<file path="config.mk">
export PLATFORM = sky130hd
export DESIGN_NAME = periodic_task_tick_scheduler_flat
export DESIGN_NICKNAME = d
export VERILOG_FILES = /design/src/ptts_pkg.sv /design/src/ptts_if.sv /design/src/ptts_slot_table.sv /design/src/ptts_cd_unit.sv /design/src/periodic_task_tick_scheduler.sv /design/src/flat_wrapper.sv
export VERILOG_INCLUDE_DIRS = /design/src /design/src/src
export SDC_FILE = /design/constraint.sdc
export NUM_CORES = 1
export LEC_CHECK = 0
export BUFFER_PORTS_ARGS = -buffer_cell sky130_fd_sc_hd__buf_2
export CAP_MARGIN = 20
export CORE_UTILIZATION = 50
export CTS_CLUSTER_DIAMETER = 40
export CTS_CLUSTER_SIZE = 10
export DETAILED_ROUTE_END_ITERATION = 16
export PLACE_DENSITY = 0.75
export SLEW_MARGIN = 20
export SYNTH_ARGS = -nofsm -noshare
export SYNTH_HDL_FRONTEND = slang
export SYNTH_SLANG_ARGS = --single-unit
</file>
<file path="constraint.sdc">
create_clock -name clk_i -period 12.86 [get_ports clk_i]
set_clock_uncertainty 0.05 [all_clocks]
set_input_delay 2.572 -clock clk_i [delete_from_list [all_inputs] [get_ports clk_i]]
set_output_delay 2.572 -clock clk_i [all_outputs]
set_load 0.02 [all_outputs]
</file>
<file path="src/assert_macros.svh">
// assertion macros shared by the scheduler rtl
`ifndef ASSERT_MACROS_SVH
`define ASSERT_MACROS_SVH

// same-cycle implication, off during reset
`define PTTS_ASSERT_NOW(label, clk, rst_n, ante, cons) \
  label: assert property (@(posedge clk) disable iff (!rst_n) (ante) |-> (cons)) \
    else $error("scheduler check failed");

// next-cycle implication, off during reset
`define PTTS_ASSERT_NEXT(label, clk, rst_n, ante, cons) \
  label: assert property (@(posedge clk) disable iff (!rst_n) (ante) |=> (cons)) \
    else $error("scheduler check failed");

`endif

</file>
<file path="src/ptts_pkg.sv">
// types and constants of the periodic task tick scheduler
package ptts_pkg;

  localparam int SLOT_COUNT = 8;
  localparam int SLOT_W     = (SLOT_COUNT > 1) ? $clog2(SLOT_COUNT) : 1;
  localparam int CNT_W      = $clog2(SLOT_COUNT + 1);
  localparam int MASK_W     = 8;

  typedef enum logic [2:0] {
    MODE_TICK    = 3'd0,
    MODE_CREATE  = 3'd1,
    MODE_SUSPEND = 3'd2,
    MODE_RESUME  = 3'd3,
    MODE_DELETE  = 3'd4
  } mode_e;

  typedef enum logic [3:0] {
    S_IDLE   = 4'b0001,
    S_CMD    = 4'b0010,
    S_TICK   = 4'b0100,
    S_FINISH = 4'b1000
  } state_e;

  typedef struct packed {
    logic [15:0] period;
    logic [15:0] countdown;
  } slot_entry_t;

  // write side of the slot table
  typedef struct packed {
    logic              mem_we;
    logic [SLOT_W-1:0] addr;
    slot_entry_t       entry;
    logic              pres_we;
    logic              pres_val;
    logic              run_we;
    logic              run_val;
  } tbl_wr_t;

  // registered read side of the slot table
  typedef struct packed {
    slot_entry_t entry;
    logic        present;
    logic        running;
  } tbl_rd_t;

  // result of the shared countdown unit
  typedef struct packed {
    logic        we;
    logic        fire;
    logic [15:0] countdown;
  } cd_res_t;

endpackage

</file>
<file path="src/ptts_if.sv">
// request and result channel interfaces
interface ptts_in_if;
  logic        valid;
  logic        ready;
  logic [2:0]  mode;
  logic [7:0]  task_index;
  logic [15:0] period;
  logic [15:0] first_delay;

  modport source (output valid, mode, task_index, period, first_delay, input ready);
  modport sink   (input valid, mode, task_index, period, first_delay, output ready);
endinterface

interface ptts_out_if;
  logic       valid;
  logic       ready;
  logic [7:0] fire_mask;
  logic       accepted;

  modport source (output valid, fire_mask, accepted, input ready);
  modport sink   (input valid, fire_mask, accepted, output ready);
endinterface

</file>
<file path="src/ptts_slot_table.sv">
// slot table: period/countdown memory plus present and running flags
module ptts_slot_table (
  input  logic                              clk_i,
  input  logic                              rst_ni,
  input  ptts_pkg::tbl_wr_t                 wr_i,
  input  logic                              rd_en_i,
  input  logic [ptts_pkg::SLOT_W-1:0]       rd_addr_i,
  output ptts_pkg::tbl_rd_t                 rd_o
);

  ptts_pkg::slot_entry_t              mem_q [ptts_pkg::SLOT_COUNT];
  logic [ptts_pkg::SLOT_COUNT-1:0]    present_q;
  logic [ptts_pkg::SLOT_COUNT-1:0]    running_q;
  ptts_pkg::tbl_rd_t                  rd_q;

  // memory: one write port, one registered read port
  always_ff @(posedge clk_i) begin
    if (wr_i.mem_we) begin
      mem_q[wr_i.addr] <= wr_i.entry;
    end
    if (rd_en_i) begin
      rd_q.entry   <= mem_q[rd_addr_i];
      rd_q.present <= present_q[rd_addr_i];
      rd_q.running <= running_q[rd_addr_i];
    end
  end

  always_ff @(posedge clk_i or negedge rst_ni) begin
    if (!rst_ni) begin
      present_q <= '0;
    end else if (wr_i.pres_we) begin
      present_q[wr_i.addr] <= wr_i.pres_val;
    end
  end

  // running flag is meaningful only once the slot was written
  always_ff @(posedge clk_i) begin
    if (wr_i.run_we) begin
      running_q[wr_i.addr] <= wr_i.run_val;
    end
  end

  assign rd_o = rd_q;

endmodule

</file>
<file path="src/ptts_cd_unit.sv">
// shared countdown unit: one decrementer for reload and countdown
module ptts_cd_unit (
  input  ptts_pkg::tbl_rd_t slot_i,
  output ptts_pkg::cd_res_t res_o
);

  logic        at_zero;
  logic [15:0] operand;
  logic [15:0] dec;

  // at zero the period feeds the decrementer, period zero reloads zero
  assign at_zero = slot_i.entry.countdown == 16'd0;
  assign operand = at_zero ? slot_i.entry.period : slot_i.entry.countdown;
  assign dec     = (operand == 16'd0) ? 16'd0 : operand - 16'd1;

  always_comb begin
    res_o.we        = slot_i.present;
    res_o.fire      = slot_i.present && at_zero && slot_i.running;
    res_o.countdown = dec;
    if (at_zero && !slot_i.running) begin
      res_o.countdown = 16'd0; // suspended slot holds at zero
    end
  end

endmodule

</file>
<file path="src/periodic_task_tick_scheduler.sv">
// top level of the periodic task tick scheduler
`include "assert_macros.svh"

// Time-triggered task scheduler with SLOT_COUNT slots (8). Each request is a tick or
// a command (create, suspend, resume, delete) on one slot, and returns exactly one
// result with the fire mask of the tick and an accepted flag. One request is
// handled at a time; in_i.ready is high only while the block is idle. A command passes
// through the S_CMD and S_FINISH states into the output register. A tick walks the slot
// table one slot per cycle through the single read port of the table memory and
// the shared countdown decrementer, then goes through S_FINISH into the output register.
// The result register is held until taken; a full result register delays the end of
// the next request, not its acceptance. Every slot has a fire mask bit, since
// MASK_W equals SLOT_COUNT. No clearing pass is needed after reset.
module periodic_task_tick_scheduler (
  input  logic        clk_i,
  input  logic        rst_ni,
  ptts_in_if.sink     in_i,
  ptts_out_if.source  out_o
);

  ptts_pkg::state_e                 state_q, state_d;
  ptts_pkg::mode_e                  cmd_mode_q;
  logic [7:0]                       cmd_idx_q;
  logic [15:0]                      cmd_period_q;
  logic [15:0]                      cmd_delay_q;
  logic                             cmd_ok;

  // tick walk: read index and one stage of slot in flight
  logic [ptts_pkg::CNT_W-1:0]       rd_idx_q, rd_idx_d;
  logic                             rd_issue;
  logic [ptts_pkg::SLOT_W-1:0]      rd_addr;
  logic                             stage_vld_q;
  logic [ptts_pkg::SLOT_W-1:0]      stage_idx_q;

  logic [ptts_pkg::MASK_W-1:0]      mask_q, mask_d;
  logic                             acc_q, acc_d;

  // result register
  logic                             out_valid_q;
  logic [ptts_pkg::MASK_W-1:0]      fire_mask_q;
  logic                             accepted_q;
  logic                             out_load;

  ptts_pkg::tbl_wr_t                tbl_wr;
  ptts_pkg::tbl_rd_t                tbl_rd;
  ptts_pkg::cd_res_t                cd_res;

  logic                             in_acc;
  logic                             in_is_tick;

  assign in_i.ready = state_q == ptts_pkg::S_IDLE;
  assign in_acc     = in_i.valid && in_i.ready;
  assign in_is_tick = in_i.mode == ptts_pkg::MODE_TICK;

  assign rd_issue = (state_q == ptts_pkg::S_TICK)
                    && (rd_idx_q != ptts_pkg::CNT_W'(ptts_pkg::SLOT_COUNT));
  assign rd_addr  = rd_idx_q[ptts_pkg::SLOT_W-1:0];

  // command check: defined command code and slot in range
  always_comb begin
    case (cmd_mode_q) inside
      ptts_pkg::MODE_CREATE, ptts_pkg::MODE_SUSPEND,
      ptts_pkg::MODE_RESUME, ptts_pkg::MODE_DELETE:
        cmd_ok = 32'(cmd_idx_q) < ptts_pkg::SLOT_COUNT;
      default: cmd_ok = 1'b0;
    endcase
  end

  ptts_slot_table u_table (
    .clk_i     (clk_i),
    .rst_ni    (rst_ni),
    .wr_i      (tbl_wr),
    .rd_en_i   (rd_issue),
    .rd_addr_i (rd_addr),
    .rd_o      (tbl_rd)
  );

  ptts_cd_unit u_cd (
    .slot_i (tbl_rd),
    .res_o  (cd_res)
  );

  // table writes: tick write-back or a command, never both
  always_comb begin
    tbl_wr = '0;
    if (stage_vld_q) begin
      tbl_wr.mem_we           = cd_res.we;
      tbl_wr.addr             = stage_idx_q;
      tbl_wr.entry.period     = tbl_rd.entry.period;
      tbl_wr.entry.countdown  = cd_res.countdown;
    end else if (state_q == ptts_pkg::S_CMD && cmd_ok) begin
      tbl_wr.addr                = cmd_idx_q[ptts_pkg::SLOT_W-1:0];
      tbl_wr.entry.period        = cmd_period_q;
      tbl_wr.entry.countdown     = cmd_delay_q;
      unique case (cmd_mode_q)
        ptts_pkg::MODE_CREATE: begin
          tbl_wr.mem_we   = 1'b1;
          tbl_wr.pres_we  = 1'b1;
          tbl_wr.pres_val = 1'b1;
          tbl_wr.run_we   = 1'b1;
          tbl_wr.run_val  = 1'b1;
        end
        ptts_pkg::MODE_SUSPEND: begin
          tbl_wr.run_we  = 1'b1;
          tbl_wr.run_val = 1'b0;
        end
        ptts_pkg::MODE_RESUME: begin
          tbl_wr.run_we  = 1'b1;
          tbl_wr.run_val = 1'b1;
        end
        ptts_pkg::MODE_DELETE: begin
          tbl_wr.pres_we  = 1'b1;
          tbl_wr.pres_val = 1'b0;
        end
        default: ;
      endcase
    end
  end

  // fire mask collects one slot per cycle, only the low eight slots have a bit
  always_comb begin
    mask_d = mask_q;
    for (int j = 0; j < ptts_pkg::MASK_W; j++) begin
      if (stage_vld_q && cd_res.fire && (32'(stage_idx_q) == j)) begin
        mask_d[j] = 1'b1;
      end
    end
    if (in_acc) begin
      mask_d = '0;
    end
  end

  // sequencer
  always_comb begin
    state_d  = state_q;
    rd_idx_d = rd_idx_q;
    acc_d    = acc_q;
    out_load = 1'b0;
    unique case (state_q)
      ptts_pkg::S_IDLE: begin
        if (in_acc) begin
          rd_idx_d = '0;
          state_d  = in_is_tick ? ptts_pkg::S_TICK : ptts_pkg::S_CMD;
        end
      end
      ptts_pkg::S_CMD: begin
        acc_d   = cmd_ok;
        state_d = ptts_pkg::S_FINISH;
      end
      ptts_pkg::S_TICK: begin
        acc_d = 1'b1;
        if (rd_issue) begin
          rd_idx_d = rd_idx_q + ptts_pkg::CNT_W'(1);
        end else if (!stage_vld_q) begin
          state_d = ptts_pkg::S_FINISH;
        end
      end
      ptts_pkg::S_FINISH: begin
        if (!out_valid_q || out_o.ready) begin
          out_load = 1'b1;
          state_d  = ptts_pkg::S_IDLE;
        end
      end
      default: state_d = ptts_pkg::S_IDLE;
    endcase
  end

  always_ff @(posedge clk_i or negedge rst_ni) begin
    if (!rst_ni) begin
      state_q     <= ptts_pkg::S_IDLE;
      rd_idx_q    <= '0;
      stage_vld_q <= 1'b0;
      out_valid_q <= 1'b0;
    end else begin
      state_q     <= state_d;
      rd_idx_q    <= rd_idx_d;
      stage_vld_q <= rd_issue;
      if (out_load) begin
        out_valid_q <= 1'b1;
      end else if (out_o.ready) begin
        out_valid_q <= 1'b0;
      end
    end
  end

  // payload registers
  always_ff @(posedge clk_i) begin
    stage_idx_q <= rd_addr;
    mask_q      <= mask_d;
    acc_q       <= acc_d;
    if (in_acc) begin
      cmd_mode_q   <= ptts_pkg::mode_e'(in_i.mode);
      cmd_idx_q    <= in_i.task_index;
      cmd_period_q <= in_i.period;
      cmd_delay_q  <= in_i.first_delay;
    end
    if (out_load) begin
      fire_mask_q <= mask_q;
      accepted_q  <= acc_q;
    end
  end

  assign out_o.valid     = out_valid_q;
  assign out_o.fire_mask = fire_mask_q;
  assign out_o.accepted  = accepted_q;

  `PTTS_ASSERT_NOW(a_stage_in_range, clk_i, rst_ni, stage_vld_q,
                   32'(stage_idx_q) < ptts_pkg::SLOT_COUNT)
  `PTTS_ASSERT_NOW(a_reject_no_fire, clk_i, rst_ni, out_valid_q && !accepted_q,
                   fire_mask_q == '0)
  `PTTS_ASSERT_NOW(a_walk_only_in_tick, clk_i, rst_ni, stage_vld_q,
                   state_q == ptts_pkg::S_TICK)
  `PTTS_ASSERT_NEXT(a_walk_ends, clk_i, rst_ni,
                    state_q == ptts_pkg::S_TICK && !rd_issue && !stage_vld_q,
                    state_q == ptts_pkg::S_FINISH)

endmodule

</file>
<file path="src/flat_wrapper.sv">
// flat-port wrapper written by rule: the top's interface ports become plain ports
module periodic_task_tick_scheduler_flat 
  (clk_i, rst_ni, in_i_valid, in_i_mode, in_i_task_index, in_i_period, in_i_first_delay, in_i_ready, out_o_valid, out_o_fire_mask, out_o_accepted, out_o_ready);
  ptts_in_if in_i_i ();
  ptts_out_if out_o_i ();
  input  logic clk_i;
  input  logic rst_ni;
  input wire logic [$bits(in_i_i.valid)-1:0] in_i_valid;
  input wire logic [$bits(in_i_i.mode)-1:0] in_i_mode;
  input wire logic [$bits(in_i_i.task_index)-1:0] in_i_task_index;
  input wire logic [$bits(in_i_i.period)-1:0] in_i_period;
  input wire logic [$bits(in_i_i.first_delay)-1:0] in_i_first_delay;
  output wire logic [$bits(in_i_i.ready)-1:0] in_i_ready;
  output wire logic [$bits(out_o_i.valid)-1:0] out_o_valid;
  output wire logic [$bits(out_o_i.fire_mask)-1:0] out_o_fire_mask;
  output wire logic [$bits(out_o_i.accepted)-1:0] out_o_accepted;
  input wire logic [$bits(out_o_i.ready)-1:0] out_o_ready;
  assign in_i_i.valid = in_i_valid;
  assign in_i_i.mode = in_i_mode;
  assign in_i_i.task_index = in_i_task_index;
  assign in_i_i.period = in_i_period;
  assign in_i_i.first_delay = in_i_first_delay;
  assign in_i_ready = in_i_i.ready;
  assign out_o_valid = out_o_i.valid;
  assign out_o_fire_mask = out_o_i.fire_mask;
  assign out_o_accepted = out_o_i.accepted;
  assign out_o_i.ready = out_o_ready;
  periodic_task_tick_scheduler u_core (.clk_i(clk_i), .rst_ni(rst_ni), .in_i(in_i_i), .out_o(out_o_i));
endmodule
</file>
Word level (Yosys, flattened, before mapping):

Memory sizes are Yosys's and may differ from the RTL's. A register that Yosys moved wholly into a read port is not among the register bits.
Cells that the tools add are included.

* add/subtract/negate cells: 2
* order comparisons: 4
* eq/ne operators: 21
* multiplexer cells: 34
* reductions and logical operators: 30

Operators with widths (count)
* 16-bit two-way mux: 3
* 40-bit two-way mux: 1
* 36-bit two-way mux: 1
* 16-bit logical NOT: 2
* 4-bit two-way mux: 7
* 8-bit bitwise mux: 2
* 1-bit logical AND: 16
* 4-bit case mux with 4 select lines: 1
* 16-bit by 1-bit subtractor with 16-bit output (second input constant): 1
* 3-bit equality test (second input constant): 5
* 3-bit by 2-bit equality test with 1-bit output (second input constant): 4
* 1-bit two-way mux: 11
* 3-bit by 4-bit less-than comparator with 1-bit output (second input constant): 2
* 8-bit by 4-bit less-than comparator with 1-bit output (second input constant): 1
* 2-bit case mux with 2 select lines: 2
* 4-bit case mux with 2 select lines: 1
* 1-bit binary-select mux with 3-bit select: 2
* 3-bit by 1-bit equality test with 1-bit output (second input constant): 2
* 3-bit logical NOT: 2
* 2-bit != test (second input constant): 3
* 2-bit nonzero test: 3
* 4-bit by 1-bit adder with 4-bit output (second input constant): 1
* 4-bit by 1-bit equality test with 1-bit output (second input constant): 1
* 4-bit by 2-bit equality test with 1-bit output (second input constant): 1
* other kinds (14): 16

* bits in registers: 92
* RAM bits: 256
* word-level logic and storage cells: 116
* memories: 1

Memories
* u_core.u_table.mem_q: words 8, bits a word 32, read ports 1, clocked after memory_dff 1, write ports 1, line ptts_slot_table.sv:11 `ptts_pkg::slot_entry_t mem_q [ptts_pkg::SLOT_COUNT];`

Longest topological paths before layout:

* depth in word-level cells: 11
* mapped depth: 14
* mapped depth without buffers: 12

By module:

Synthesis repeated with hierarchy kept, for this count alone.

* cell total of the unflattened synthesis: 794
* area total of the unflattened synthesis: 15466.1 um2

Modules (own cells, without submodules)
* ptts_slot_table: times used 1, cells each 470, area an instance 11598.6 um2, seq. area each 9148.8 um2
* periodic_task_tick_scheduler: times used 1, cells each 202, area an instance 3056.7 um2, seq. area each 2063.2 um2
* ptts_cd_unit: times used 1, cells each 122, area an instance 810.8 um2, seq. area each 0.0 um2

Worst setup path after synthesis:

No wires, ideal clock.

* kind: input-to-reg
* start: input in_i_valid
* end: register u_core.cmd_delay_q[0], enable pin
* arrival time: 4101 ps
* slack: 8285 ps
* stages on the path: 2
* buffers on the path: 1
* cells stage by stage: and2_1 > clkbuf_1

* longest elaborated chain between the ends: 1

RTL lines
* from (decl): line flat_wrapper.sv:8 `input wire logic [$bits(in_i_i.valid)-1:0] in_i_valid;`
* 1-bit logical AND: line periodic_task_tick_scheduler.sv:52 `assign in_acc = in_i.valid && in_i.ready;`
* via u_core.in_acc: line periodic_task_tick_scheduler.sv:48 `logic in_acc;`
* to (signal assigned): line periodic_task_tick_scheduler.sv:195 `cmd_delay_q <= in_i.first_delay;`
* to (decl): line periodic_task_tick_scheduler.sv:25 `logic [15:0] cmd_delay_q;`

The timed path passes the listed nets, and every way through them passes these cells.
A chain may end at the register's enable or synchronous reset.

==> results.ini <==
[yosys]
synth_cell_type_count = 60
synthesis.instances = 873
synth_top_cell_area_share_pct = 70.00
synth_seq_area_share_pct = 74.46
synth_enable_flop_cells = 351
syn-num-nets = 923
synth.cell_area_sq_um = 15060
synth_top_area_cell = edfxtp_1
ys.flop_type = edfxtp_1
synthTopCellsByArea = edfxtp_1 (70%), mux4_2 (10%), nand2_1 (3.1%)
ys_ff_latch = 380
synthArstFlopShare_pct = 4.737
synth_warnings = 0
syn-mean-instance-area_sq_um = 17.25

[detailed_routing]
viasPerCell = 5.950
vias = 8163
drt_iter0_markers = 920
wl_per_cell_microns = 22.54
wirelength_microns = 30930
ant_nets = 0
drc = 0
first_pass_iters = 7

[layout]
final_net_count = 1010
nFillCells = 2144
areaGrowthSynthToFinish_pct = 15.11
layout-drive-gt1-share_pct = 23.42
num_antenna_cells = 0

[power_and_ir_drop]
leakagePower_nw = 5.950
power_per_cell_area_nw_per_um2 = 168.6
ir_drop_mv = 0.1539

[cts]
hold_buffers = 0
cts_tree = yes
cts_setup_buffers = 0
htreeDepth = 2
cts_sinks = 380
cts_inserted_buffers = 47
root_buffer = clkbuf_16
clk_pin_slew_ns = 0.06
clock_latency_ns = 0.54
cts_buffer_depth = 3
postCtsResizedCells = 0

[floorplan]
num_rows = 63
die_w_microns = 175.5
initial_core_util_pct = 50.81
fp.dieArea_sq_um = 30810
core-area_sq_um = 29640
chipHeight_microns = 175.5
ios = 58

[timing]
setup_slack_ns = 8.442
finalMaxSlewViolations = 0
hold_violations = 0
max_freq_mhz = 226.4
finalSetupViolCount = 0
tightest_slew_ns = 0.9913
finalCritPeriodShare_pct = 34.35
tns_ns = 0
rsz0062_at_grt = false
fin_crit_ns = 4.418
slew_headroom_pct = 33.92

[grt]
grt_pass1_vias = 8435
track_usage_pct = 20.72
antenna_found_initial = 1
grt_max_degree = 55
overflow = 0
grt_pass1_wl_microns = 47810

[setup_path]
crit_top_cell = nor2_2
rr_startpoint = u_core.u_table.rd_o[15]
required_ns = 13.15
critPathArrivalTime_ns = 4.71
critical_path_class = reg2reg
crit_start = u_core.u_table.rd_o[15]
r2r_cells = 12
cpPeakStageDelay_ns = 0.66
r2r-end = u_core.u_table.mem_q[6][0]
cp_slowest_cell = nor2_2
end_kind = register
reg2reg_slack_ns = 8.44
worstPathMaxFanout = 18
cp-start-kind = register
cp_cell_sequence = nor3_1 -> nand3_1 -> nor2_2 -> a21oi_1 -> ha_1 -> or3b_4 -> nor3_4 -> o31ai_2 -> or4_4 -> a2111oi_4 -> nor2_2 -> a22o_1

[status]
status = finished, final reports clean

[hold_path]
worstHoldPathCells = 0
min_to = u_core.out_o.accepted
hp-class = reg2reg
hp-start = u_core.acc_q

[placed_design]
gp_congestion = 0.9183
place_ws_ns = 8.401
hpwl_microns = 17940
portBuffers = 57

[flow_run]
cap_violations = 0

==> power by group <==
part | switching, mW | internal (mW) | leakage [nW]
clock network | 0.457 | 0.701 | 0.660
logic | 0.157 | 0.136 | 1.56
registers | 0.0538 | 1.42 | 3.73
total | 0.668 | 2.25 | 5.95
==> through the flow <==
step                std cells  total power, mW  cell area (sq um)  hold slack [ns]  utilization (%)
floorplan                 873            1.704              15060           0.2954                -
finish                   1372            2.922              17330           0.3741            58.49
global route             1372            3.022              17330           0.3802            58.49
CTS                      1368            2.946              17240           0.3693            58.16
global placement         1296            1.783              15850           0.3698            53.49
detailed placement       1297            1.792              15880           0.3628            53.58
==> layout by cell type, fill, tap and decap left out, types with 3 or more instances in the layout <==
cell type	n
a211oi_1	4
nand2_1	124
nand3_1	6
xnor2_1	9
mux4_2	68
or2_2	4
nor2_4	8
nor3_1	21
edfxtp_1	351
a31oi_1	6
mux2_2	3
clkbuf_1	12
nand2b_1	5
nor2b_1	5
dfrtp_1	15
inv_1	7
buf_2	57
a21oi_1	28
nor2_1	43
a22oi_1	3
a22o_1	33
ha_1	3
dfxtp_1	11
o21ai_0	13
buf_4	11
o21ai_1	8
and2_1	4
nor4_1	4
clkbuf_16	48
or3_1	7
buf_16	3
clkinv_1	3
o31ai_1	3
==> cells by family (layout without fill, tap and decap cells) <==
group	after synthesis	count (layout)	share of synthesized area, %
DFF	380	380	74.46
muxes	74	74	10.61
adders and majority gates	3	3	0.2493
buffers and inverters	43	152	1.138
xor gates and xnor gates	11	11	0.6399
AOI/OAI and AO/OA	117	117	5.609
and+or+nand+nor	245	245	7.295
==> synth_stat cells, types with 5 or more instances <==
| library cell | number |
|---|---|
| edfxtp_1 | 351 |
| nand2_1 | 124 |
| mux4_2 | 68 |
| nor2_1 | 51 |
| a22o_1 | 33 |
| a21oi_1 | 28 |
| nor3_1 | 21 |
| clkbuf_1 | 20 |
| dfrtp_1 | 17 |
| o21ai_0 | 13 |
| buf_1 | 12 |
| dfxtp_1 | 11 |
| xnor2_1 | 9 |
| o21ai_1 | 8 |
| a31oi_1 | 7 |
| inv_1 | 7 |
| or3_1 | 7 |
| nand3_1 | 6 |
| and2_1 | 5 |
| nand2b_1 | 5 |
| nor2b_1 | 5 |
==> state kept, by name, summed over array words and instances, names as in the netlist, 3 cells and up <==
register	count
u_core.u_table.mem_q	256
u_core.u_table.rd_o	34
u_core.cmd_delay_q	16
u_core.cmd_period_q	16
u_core.cmd_idx_q	8
u_core.mask_q	8
u_core.out_o.fire_mask	8
u_core.u_table.present_q	8
u_core.u_table.running_q	8
u_core.rd_idx_q	4
u_core.state_q	4
u_core.cmd_mode_q	3
u_core.stage_idx_q	3
==> final cells by class <==
class | count | area, sq um | area share [%]
clock buffer | 61 | 1260 | 7.269
tap | 390 | 488.0 | 2.815
clock inverter | 10 | 97.59 | 0.5630
inverter | 8 | 30.03 | 0.1732
multi-input combinational | 450 | 3751 | 21.64
sequential | 380 | 11220 | 64.71
timing repair buffer | 73 | 490.5 | 2.830
==> how the worst max path moves through the flow <==
stage | to | slack (ns)
floorplan | u_core.cmd_delay_q[0] | 8.28
global placement | u_core.u_table.mem_q[0][20] | 8.62
detailed placement | u_core.u_table.mem_q[5][20] | 8.40
CTS | u_core.u_table.mem_q[5][26] | 8.35
global route | u_core.u_table.mem_q[4][5] | 8.13
finish | u_core.u_table.mem_q[6][0] | 8.44
==> metal layers <==
metal / global-route usage (%) / wire length [microns] / vias up
met5: 0 / 13 / -
met4: 8.370 / 865 / 2
met3: 4.069 / 2125 / 66
met2: 33.99 / 15510 / 317
met1: 27.38 / 12420 / 4152
li1: - / - / 3626
==> worst max-delay path, delay by kind of cell, from the launching register on <==
kind                       cells  cell delay (ns)
DFF                            1             0.44
adders and majority gates      1             0.27
and+or+nand+nor                7             2.64
AOI/OAI and AO/OA              4             0.83
(Power assumes the default switching activity.)
